==> src/rtl/sha256_pkg.sv <==
// SHA-256 byte hasher package: types, constants and round functions.
// No dependencies.
package sha256_pkg;

	localparam int unsigned BlockBytes = 64;
	localparam int unsigned Rounds     = 64;
	localparam int unsigned QueueDepth = 4;
	localparam logic [7:0]  PadMark    = 8'h80;
	localparam logic [5:0]  LengthOfs  = 6'd56;

	typedef logic [31:0] word_t;

	// Command from the front part to the back part.
	typedef struct packed {
		logic [7:0] data;
		logic       has_byte;
		logic       eom;
	} cmd_t;

	typedef struct packed {
		logic [7:0] message_byte;
		logic       has_byte;
		logic       end_of_message;
	} in_item_t;

	typedef struct packed {
		logic [31:0] digest_word;
		logic [2:0]  word_index;
		logic        last_word;
	} out_item_t;

	localparam word_t InitHash [8] = '{
		32'h6a09e667, 32'hbb67ae85, 32'h3c6ef372, 32'ha54ff53a,
		32'h510e527f, 32'h9b05688c, 32'h1f83d9ab, 32'h5be0cd19
	};

	localparam word_t RoundK [64] = '{
		32'h428a2f98, 32'h71374491, 32'hb5c0fbcf, 32'he9b5dba5,
		32'h3956c25b, 32'h59f111f1, 32'h923f82a4, 32'hab1c5ed5,
		32'hd807aa98, 32'h12835b01, 32'h243185be, 32'h550c7dc3,
		32'h72be5d74, 32'h80deb1fe, 32'h9bdc06a7, 32'hc19bf174,
		32'he49b69c1, 32'hefbe4786, 32'h0fc19dc6, 32'h240ca1cc,
		32'h2de92c6f, 32'h4a7484aa, 32'h5cb0a9dc, 32'h76f988da,
		32'h983e5152, 32'ha831c66d, 32'hb00327c8, 32'hbf597fc7,
		32'hc6e00bf3, 32'hd5a79147, 32'h06ca6351, 32'h14292967,
		32'h27b70a85, 32'h2e1b2138, 32'h4d2c6dfc, 32'h53380d13,
		32'h650a7354, 32'h766a0abb, 32'h81c2c92e, 32'h92722c85,
		32'ha2bfe8a1, 32'ha81a664b, 32'hc24b8b70, 32'hc76c51a3,
		32'hd192e819, 32'hd6990624, 32'hf40e3585, 32'h106aa070,
		32'h19a4c116, 32'h1e376c08, 32'h2748774c, 32'h34b0bcb5,
		32'h391c0cb3, 32'h4ed8aa4a, 32'h5b9cca4f, 32'h682e6ff3,
		32'h748f82ee, 32'h78a5636f, 32'h84c87814, 32'h8cc70208,
		32'h90befffa, 32'ha4506ceb, 32'hbef9a3f7, 32'hc67178f2
	};

	function automatic word_t rotr(input word_t x, input int unsigned n);
		rotr = (x >> n) | (x << (32 - n));
	endfunction

	function automatic word_t big_sigma0(input word_t x);
		big_sigma0 = rotr(x, 2) ^ rotr(x, 13) ^ rotr(x, 22);
	endfunction

	function automatic word_t big_sigma1(input word_t x);
		big_sigma1 = rotr(x, 6) ^ rotr(x, 11) ^ rotr(x, 25);
	endfunction

	function automatic word_t small_sigma0(input word_t x);
		small_sigma0 = rotr(x, 7) ^ rotr(x, 18) ^ (x >> 3);
	endfunction

	function automatic word_t small_sigma1(input word_t x);
		small_sigma1 = rotr(x, 17) ^ rotr(x, 19) ^ (x >> 10);
	endfunction

endpackage

==> src/rtl/sha256_stream_if.sv <==
// Valid/ready channel interface carrying a packed payload.
// Depends on nothing; payload type set by parameter.
interface sha256_stream_if #(parameter type payload_t = logic);
	logic     valid;
	logic     ready;
	payload_t data;

	modport source (output valid, output data, input ready);
	modport sink (input valid, input data, output ready);
endinterface

==> src/rtl/sha256_byte_stream_hasher.sv <==
// Top level of the SHA-256 byte stream hasher.
// Depends on sha256_pkg, sha256_stream_if, sha256_front, sha256_core.
//
//  channel  dir  payload                                   transaction
//  in       in   message_byte[8] has_byte end_of_message   one message byte or end mark
//  out      out  digest_word[32] word_index[3] last_word   one digest word
//
// A full block is loaded word by word into the schedule window, then runs 64 rounds
// (one per cycle, set by the single round unit) and a final update of the hash.
// The end of a message pads one byte per cycle and runs one or two more blocks.
// The input queue keeps taking bytes while the core compresses, up to its depth.
// Reset sets the initial hash values and clears all counts; out stalls hold the word.
module sha256_byte_stream_hasher #(
	parameter int unsigned QUEUE_DEPTH = sha256_pkg::QueueDepth
) (
	input logic clk,
	input logic arst_n,
	sha256_stream_if.sink   in_ch,
	sha256_stream_if.source out_ch
);
	logic             cmd_valid, cmd_ready;
	sha256_pkg::cmd_t cmd;

	sha256_front #(.DEPTH(QUEUE_DEPTH)) u_front (
		.clk, .arst_n,
		.in_valid (in_ch.valid),
		.in_ready (in_ch.ready),
		.in_data  (in_ch.data),
		.cmd_valid, .cmd_ready, .cmd
	);

	sha256_core u_core (
		.clk, .arst_n,
		.cmd_valid, .cmd_ready, .cmd,
		.out_valid (out_ch.valid),
		.out_ready (out_ch.ready),
		.out_data  (out_ch.data)
	);
endmodule

==> src/rtl/sha256_front.sv <==
// Front part: classifies input items and queues commands for the core.
// Depends on sha256_pkg.
module sha256_front #(
	parameter int unsigned DEPTH = sha256_pkg::QueueDepth
) (
	input  logic                clk,
	input  logic                arst_n,
	input  logic                in_valid,
	output logic                in_ready,
	input  sha256_pkg::in_item_t in_data,
	output logic                cmd_valid,
	input  logic                cmd_ready,
	output sha256_pkg::cmd_t    cmd
);
	localparam int unsigned AW = (DEPTH > 1) ? $clog2(DEPTH) : 1;

	sha256_pkg::cmd_t mem_q [DEPTH];
	logic [AW-1:0] wr_ptr_q, rd_ptr_q;
	logic [AW:0]   count_q;
	logic push, pop, useful;

	// Idle items (no byte, no end) are dropped here.
	assign useful    = in_data.has_byte | in_data.end_of_message;
	assign in_ready  = (count_q != (AW+1)'(DEPTH));
	assign push      = in_valid & in_ready & useful;
	assign cmd_valid = (count_q != '0);
	assign pop       = cmd_valid & cmd_ready;
	assign cmd       = mem_q[rd_ptr_q];

	always_ff @(posedge clk) begin
		if (push) begin
			mem_q[wr_ptr_q] <= '{data: in_data.message_byte, has_byte: in_data.has_byte,
				eom: in_data.end_of_message};
		end
	end

	always_ff @(posedge clk or negedge arst_n) begin
		if (!arst_n) begin
			wr_ptr_q <= '0;
			rd_ptr_q <= '0;
			count_q  <= '0;
		end else begin
			if (push) wr_ptr_q <= (wr_ptr_q == AW'(DEPTH - 1)) ? '0 : wr_ptr_q + 1'b1;
			if (pop) rd_ptr_q <= (rd_ptr_q == AW'(DEPTH - 1)) ? '0 : rd_ptr_q + 1'b1;
			count_q <= count_q + (AW+1)'(push) - (AW+1)'(pop);
		end
	end

	assert property (@(posedge clk) disable iff (!arst_n) count_q <= (AW+1)'(DEPTH))
		else $error("queue count overflow");
	assert property (@(posedge clk) disable iff (!arst_n) (count_q == '0) |-> !pop)
		else $error("pop from empty queue");
	assert property (@(posedge clk) disable iff (!arst_n)
		(in_valid && in_ready && !useful) |=> (count_q == $past(count_q) - (AW+1)'($past(pop))))
		else $error("idle item entered queue");
endmodule

==> src/rtl/sha256_core.sv <==
// Back part: block buffer, padding, 64-round compression and digest output.
// Depends on sha256_pkg.
module sha256_core (
	input  logic                 clk,
	input  logic                 arst_n,
	input  logic                 cmd_valid,
	output logic                 cmd_ready,
	input  sha256_pkg::cmd_t     cmd,
	output logic                 out_valid,
	input  logic                 out_ready,
	output sha256_pkg::out_item_t out_data
);
	typedef enum logic [2:0] {
		ST_ACCEPT, ST_PAD, ST_LOAD, ST_ROUND, ST_FINAL, ST_EMIT
	} state_t;

	state_t state_q;
	logic [31:0] buf_q [16]; // block buffer, big-endian bytes within each word
	logic [5:0]  byte_cnt_q;
	logic [63:0] bit_cnt_q;
	sha256_pkg::word_t hash_q [8];
	sha256_pkg::word_t w_q [16];
	sha256_pkg::word_t v_q [8];
	logic [5:0]  round_q;
	logic [3:0]  ld_q;      // load counter, one schedule word per cycle
	logic        eom_q;     // message end pending
	logic        len_done_q; // length goes into this block, this is the final block
	logic        mark_done_q;
	logic [2:0]  emit_q;
	logic        out_valid_q;

	sha256_pkg::word_t wt, t1, t2, a, e, s0w, s1w;

	always_comb begin
		a  = v_q[0];
		e  = v_q[4];
		s1w = sha256_pkg::small_sigma1(w_q[14]);
		s0w = sha256_pkg::small_sigma0(w_q[1]);
		// Window kept as a shift line: w_q[0] is the oldest word.
		wt = (round_q < 6'd16) ? w_q[0] : (s1w + w_q[9] + s0w + w_q[0]);
		t1 = v_q[7] + sha256_pkg::big_sigma1(e) + ((e & v_q[5]) ^ (~e & v_q[6]))
			+ sha256_pkg::RoundK[round_q] + wt;
		t2 = sha256_pkg::big_sigma0(a) + ((a & v_q[1]) ^ (a & v_q[2]) ^ (v_q[1] & v_q[2]));
	end

	// Shift line feeds itself: for r<16 the word rotates, later the new word enters.
	assign cmd_ready = (state_q == ST_ACCEPT) && !eom_q;
	assign out_valid = out_valid_q;
	assign out_data  = '{digest_word: hash_q[emit_q], word_index: emit_q,
		last_word: (emit_q == 3'd7)};

	always_ff @(posedge clk or negedge arst_n) begin
		if (!arst_n) begin
			state_q     <= ST_ACCEPT;
			byte_cnt_q  <= '0;
			bit_cnt_q   <= '0;
			round_q     <= '0;
			ld_q        <= '0;
			eom_q       <= 1'b0;
			len_done_q  <= 1'b0;
			mark_done_q <= 1'b0;
			emit_q      <= '0;
			out_valid_q <= 1'b0;
			for (int i = 0; i < 8; i++) hash_q[i] <= sha256_pkg::InitHash[i];
		end else begin
			unique case (state_q)
				ST_ACCEPT: begin
					if (cmd_valid) begin
						if (cmd.has_byte) begin
							buf_q[byte_cnt_q[5:2]][{~byte_cnt_q[1:0], 3'd0} +: 8] <= cmd.data;
							byte_cnt_q <= byte_cnt_q + 1'b1;
							bit_cnt_q  <= bit_cnt_q + 64'd8;
						end
						eom_q <= cmd.eom;
						if (cmd.has_byte && byte_cnt_q == 6'd63) begin
							state_q <= ST_LOAD;
							ld_q    <= '0;
						end else if (cmd.eom) begin
							state_q <= ST_PAD;
						end
					end
				end
				ST_PAD: begin
					// One byte a cycle: mark, zeros, then length at 56..63 in the final block.
					if (!mark_done_q) begin
						buf_q[byte_cnt_q[5:2]][{~byte_cnt_q[1:0], 3'd0} +: 8] <=
							sha256_pkg::PadMark;
						mark_done_q <= 1'b1;
						if (byte_cnt_q < sha256_pkg::LengthOfs) len_done_q <= 1'b1;
					end else if (byte_cnt_q >= sha256_pkg::LengthOfs && len_done_q) begin
						buf_q[byte_cnt_q[5:2]][{~byte_cnt_q[1:0], 3'd0} +: 8] <=
							bit_cnt_q[{3'd7 - byte_cnt_q[2:0], 3'd0} +: 8];
					end else begin
						buf_q[byte_cnt_q[5:2]][{~byte_cnt_q[1:0], 3'd0} +: 8] <= 8'h00;
					end
					if (byte_cnt_q == 6'd63) begin
						state_q <= ST_LOAD;
						ld_q    <= '0;
					end
					byte_cnt_q <= byte_cnt_q + 1'b1;
				end
				ST_LOAD: begin
					w_q[ld_q] <= buf_q[ld_q];
					if (ld_q == 4'd15) begin
						state_q <= ST_ROUND;
						round_q <= '0;
						for (int i = 0; i < 8; i++) v_q[i] <= hash_q[i];
					end
					ld_q <= ld_q + 1'b1;
				end
				ST_ROUND: begin
					for (int i = 0; i < 15; i++) w_q[i] <= w_q[i+1];
					w_q[15] <= wt;
					v_q[7] <= v_q[6];
					v_q[6] <= v_q[5];
					v_q[5] <= e;
					v_q[4] <= v_q[3] + t1;
					v_q[3] <= v_q[2];
					v_q[2] <= v_q[1];
					v_q[1] <= a;
					v_q[0] <= t1 + t2;
					round_q <= round_q + 1'b1;
					if (round_q == 6'd63) state_q <= ST_FINAL;
				end
				ST_FINAL: begin
					for (int i = 0; i < 8; i++) hash_q[i] <= hash_q[i] + v_q[i];
					byte_cnt_q <= '0;
					if (!eom_q) begin
						state_q <= ST_ACCEPT;
					end else if (len_done_q) begin
						state_q     <= ST_EMIT;
						emit_q      <= '0;
						out_valid_q <= 1'b1;
					end else begin
						// Next block always has room for the length.
						state_q    <= ST_PAD;
						len_done_q <= 1'b1;
					end
				end
				ST_EMIT: begin
					if (out_ready) begin
						emit_q <= emit_q + 1'b1;
						if (emit_q == 3'd7) begin
							out_valid_q <= 1'b0;
							state_q     <= ST_ACCEPT;
							eom_q       <= 1'b0;
							len_done_q  <= 1'b0;
							bit_cnt_q   <= '0;
							mark_done_q <= 1'b0;
							for (int i = 0; i < 8; i++) hash_q[i] <= sha256_pkg::InitHash[i];
						end
					end
				end
				default: state_q <= ST_ACCEPT;
			endcase
		end
	end

	assert property (@(posedge clk) disable iff (!arst_n)
		out_valid |-> (state_q == ST_EMIT))
		else $error("digest shown outside emit");
	assert property (@(posedge clk) disable iff (!arst_n)
		(state_q == ST_ROUND && round_q == 6'd63) |=> (state_q == ST_FINAL))
		else $error("round count lost");
	assert property (@(posedge clk) disable iff (!arst_n)
		(out_valid && !out_ready) |=> $stable(emit_q))
		else $error("digest index moved while stalled");
endmodule

==> src/flat_wrapper.sv <==
// flat-port wrapper written by rule: the top's interface ports become plain ports
module sha256_byte_stream_hasher_flat 
#(
	parameter int unsigned QUEUE_DEPTH = sha256_pkg::QueueDepth
)
  (clk, arst_n, in_ch_valid, in_ch_data, in_ch_ready, out_ch_valid, out_ch_data, out_ch_ready);
  sha256_stream_if #(.payload_t(sha256_pkg::in_item_t)) in_ch_i ();
  sha256_stream_if #(.payload_t(sha256_pkg::out_item_t)) out_ch_i ();
  input logic clk;
  input logic arst_n;
  input wire logic [$bits(in_ch_i.valid)-1:0] in_ch_valid;
  input wire logic [$bits(in_ch_i.data)-1:0] in_ch_data;
  output wire logic [$bits(in_ch_i.ready)-1:0] in_ch_ready;
  output wire logic [$bits(out_ch_i.valid)-1:0] out_ch_valid;
  output wire logic [$bits(out_ch_i.data)-1:0] out_ch_data;
  input wire logic [$bits(out_ch_i.ready)-1:0] out_ch_ready;
  assign in_ch_i.valid = in_ch_valid;
  assign in_ch_i.data = in_ch_data;
  assign in_ch_ready = in_ch_i.ready;
  assign out_ch_valid = out_ch_i.valid;
  assign out_ch_data = out_ch_i.data;
  assign out_ch_i.ready = out_ch_ready;
  sha256_byte_stream_hasher #(.QUEUE_DEPTH(QUEUE_DEPTH)) u_core (.clk(clk), .arst_n(arst_n), .in_ch(in_ch_i), .out_ch(out_ch_i));
endmodule
==> config.mk <==
export PLATFORM = sky130hd
export DESIGN_NAME = sha256_byte_stream_hasher_flat
export DESIGN_NICKNAME = d
export VERILOG_FILES = /design/src/rtl/sha256_pkg.sv /design/src/rtl/sha256_stream_if.sv /design/src/rtl/sha256_byte_stream_hasher.sv /design/src/rtl/sha256_front.sv /design/src/rtl/sha256_core.sv /design/src/flat_wrapper.sv
export SDC_FILE = /design/constraint.sdc
export NUM_CORES = 2
export LEC_CHECK = 0
export BUFFER_PORTS_ARGS = -buffer_cell sky130_fd_sc_hd__buf_4
export CORE_UTILIZATION = 60
export DETAILED_ROUTE_END_ITERATION = 6
export PLACE_DENSITY = 0.84
export SLEW_MARGIN = 15
export SYNTH_ARGS = -nofsm -noshare
export SYNTH_HDL_FRONTEND = slang
export SYNTH_SLANG_ARGS = --single-unit
==> constraint.sdc <==
create_clock -name clk -period 41.7 [get_ports clk]
set_clock_uncertainty 0.05 [all_clocks]
set_input_delay 8.34 -clock clk [delete_from_list [all_inputs] [get_ports clk]]
set_output_delay 8.34 -clock clk [all_outputs]
set_load 0.005 [all_outputs]
==> results_dict.tcl <==
set metrics [dict create \
    status "finished with violations" \
    failed_checks "DRC" \
    setup-violations-final 0 \
    grt_pass1_vias 70800 \
    ys_seq_area_frac 0.503 \
    slew_viol_final 0 \
    postCtsHoldBufs 0 \
    drv_cap 0 \
    synthTopCellsByCount "1974 x nand2_1, 1320 x edfxtp_1, 521 x o21ai_0" \
    synth_most_common_cell "nand2_1" \
    synth_fa_ha_area_frac 0.0959 \
    cts_max_level 4 \
    synth-main-ff-cell "edfxtp_1" \
    avgSynthCellArea_sq_um 10.8 \
    drtIter0Drc 11100 \
    dpl.hpwl_um 198000 \
    grt_usage 0.361 \
    path_common_cell "buf_4" \
    synthToLayoutAreaGrowth_pct 8.21 \
    cts_repair_resize_count 0 \
    grt-ovfl-total 0 \
    clockBufferDepth 3 \
    setup_tns_ps 0 \
    nets 9416 \
    clk_latency_ps 870 \
    netlist_top_cells_area "edfxtp_1 41%, nand2_1 7.7%, mux4_2 5.8%, dfrtp_1 5.5%, ha_1 5.5%" \
    synthMuxAreaShare 0.0685 \
    synth_compound_area_frac 0.110 \
    path_clk_slew_ps 60 \
    utilization 0.656 \
    drc 55 \
    final_area_sq_um 104000 \
    dpl_cell_area_sq_um 98800 \
    cts_buffers 173 \
    period_needed_ps 12220 \
    synth-edff-count 1320 \
    die-width_um 403 \
    cp.required_ps 33310 \
    synth.largest_area_cell "edfxtp_1" \
    core-area_sq_um 159000 \
    max_freq_ghz 0.0818 \
    ant_nets 0 \
    antenna_found_initial 13 \
    ys_ff_latch 1670 \
    syn_nets 9535 \
    initial_core_util 0.607 \
    synthCells 8903 \
    cts_tree "yes" \
    die_h_um 403 \
    cts_sinks 1670 \
    post-cts-setup-buffers 0 \
    critical-path-max-stage-delay_ps 980 \
    worst_slew_pin_slew_ps 1300 \
    period_share 0.293 \
    drt-wirelength-per-cell_um 26.6 \
    cts_root_buf "clkbuf_16" \
    critPathKind "reg -> out" \
    ys_types 96 \
    hold_violations 0 \
    drt_first_pass_iters 7 \
    grt_start_max_net_pins 156 \
    path_cells "buf_4, mux4_2, mux2_2, buf_4" \
    min_path_type "reg -> reg" \
    crit_arrival_ps 3830 \
    gp_congestion 1.02 \
    synth_xor_area_frac 0.0580 \
    drive_above_1_share 0.102 \
    dieArea_sq_um 162000 \
    regArea_sq_um 48600 \
    numPortBuffers 51 \
    synth_top_family_by_area "simple AND/OR/NAND/NOR gates" \
    ys_warn_count 0 \
    async_flop_share 0.210 \
    critPathSlowestCell "dfrtp_4" \
    multiInputGateArea_sq_um 44500 \
    wirelength_um 295000 \
    netlist_area_sq_um 96500 \
    yosysTopAreaCellShare 0.411 \
    rsz0062_at_grt "false" \
    fillCellCount 11300 \
    via_per_inst 6.61 \
    synth_simple_gate_area_frac 0.128 \
    grt_pass1_wl_um 441000 \
    critPathLaunchType "register" \
    num_io_pins 52 \
    slew_headroom 0.128 \
    core.rowCount 146 \
    crit_path_end_kind "primary output" \
    critPathMaxFanout 35 \
    vias 73200 \
]
==> cells in the final DEF (no fill, tap or decap), types with 16 or more instances in the layout <==
cell type and count:
o21a_1 62, a22oi_1 36, nand2b_1 69, nor2_1 492, mux2i_1 18, dfrtp_1 204
clkinv_1 31, fa_1 197, nor2b_1 47, nand2_1 1971, o21bai_1 33, nand3_1 109
ha_1 421, dfstp_2 136, a31oi_1 51, a211oi_1 40, nand4_1 47, buf_4 134
or3_1 35, o211ai_1 38, a21oi_1 447, xnor2_1 338, and2_1 29, o31ai_1 23
and3_1 44, clkbuf_1 49, a21o_1 210, a22o_1 22, nor3_1 73, inv_1 517
clkinv_2 24, o21ai_0 518, o21ai_1 16, mux4_2 250, mux2_2 71, edfxtp_1 1320
clkbuf_16 176, xor2_1 301
==> critical path: cells and delay by family, from the launching register on <==
| family | cells | cell delay [ps] |
|---|---|---|
| multiplexers | 2 | 1070 |
| buffers and inverters | 2 | 860 |
| flip-flops | 1 | 980 |
==> sequential cells by signal, indices dropped and copies added (netlist names), 2 cells and up <==
| register | cells |
|---|---|
| u_core.u_front.count_q | 3 |
| u_core.u_front.wr_ptr_q | 2 |
| u_core.u_core.bit_cnt_q | 61 |
| u_core.u_core.round_q | 6 |
| u_core.u_front.rd_ptr_q | 2 |
| u_core.u_core.v_q | 256 |
| u_core.u_core.byte_cnt_q | 6 |
| u_core.u_core.w_q | 512 |
| u_core.u_core.state_q | 3 |
| u_core.u_core.buf_q | 512 |
| u_core.u_front.mem_q | 40 |
| u_core.u_core.emit_q | 3 |
| u_core.u_core.ld_q | 4 |
| u_core.u_core.hash_q | 256 |
==> layout make-up <==
cell class / count / share of cell area
Sequential cell: 1670 / 0.465
Multi-Input combinational cell: 6283 / 0.426
Clock buffer: 232 / 0.0448
Tap cell: 2146 / 0.0257
Inverter: 518 / 0.0186
Timing Repair Buffer: 138 / 0.0103
Clock inverter: 90 / 0.00930
Antenna cell: 1 / 0.0000240
==> metrics by stage <==
step	hold slack [ps]	instances	worst slack (ps)
2_1_floorplan	417	8903	13630
3_3_place_gp	435	10800	29490
3_5_place_dp	448	10800	29420
4_1_cts	419	11100	29470
5_1_grt	452	11100	29290
6_report	422	11100	29480
==> final timing paths <==
check                                       endpoint                     from  cells after the start  slack [ps]
setup / recovery                     out_ch_data[13]  u_core.u_core.emit_q[0]                      4       29480
hold / removal               u_core.u_core.w_q[6][8]  u_core.u_core.w_q[7][8]                      2         420
setup reg to reg            u_core.u_core.v_q[0][31]  u_core.u_core.w_q[1][8]                     44       29890
hold reg to reg              u_core.u_core.w_q[6][8]  u_core.u_core.w_q[7][8]                      2         420
max in group asynchronous   u_core.u_core.hash_q[42]                   arst_n                      3       32410
min in group asynchronous  u_core.u_core.hash_q[211]                   arst_n                      1        7330
==> logic make-up (layout without fill, tap and decap cells) <==
logic type	after synthesis	after routing
buffers and inverters	950	978
XOR/XNOR	639	639
AND/OR/NAND/NOR	2985	2985
AO/OA/AOI/OAI	1697	1697
adder cells (fa/ha/maj)	623	623
other	0	1
flip-flops	1670	1670
multiplexers	339	339
==> layer usage <==
metal	routed length (um)	global-route usage
met3	40100	0.0999
met2	130000	0.540
met4	17400	0.177
met5	125	0
met1	108000	0.487
Power is not shown: default switching activity piles up to over one toggle a cycle in this logic, so the estimate is an artifact.
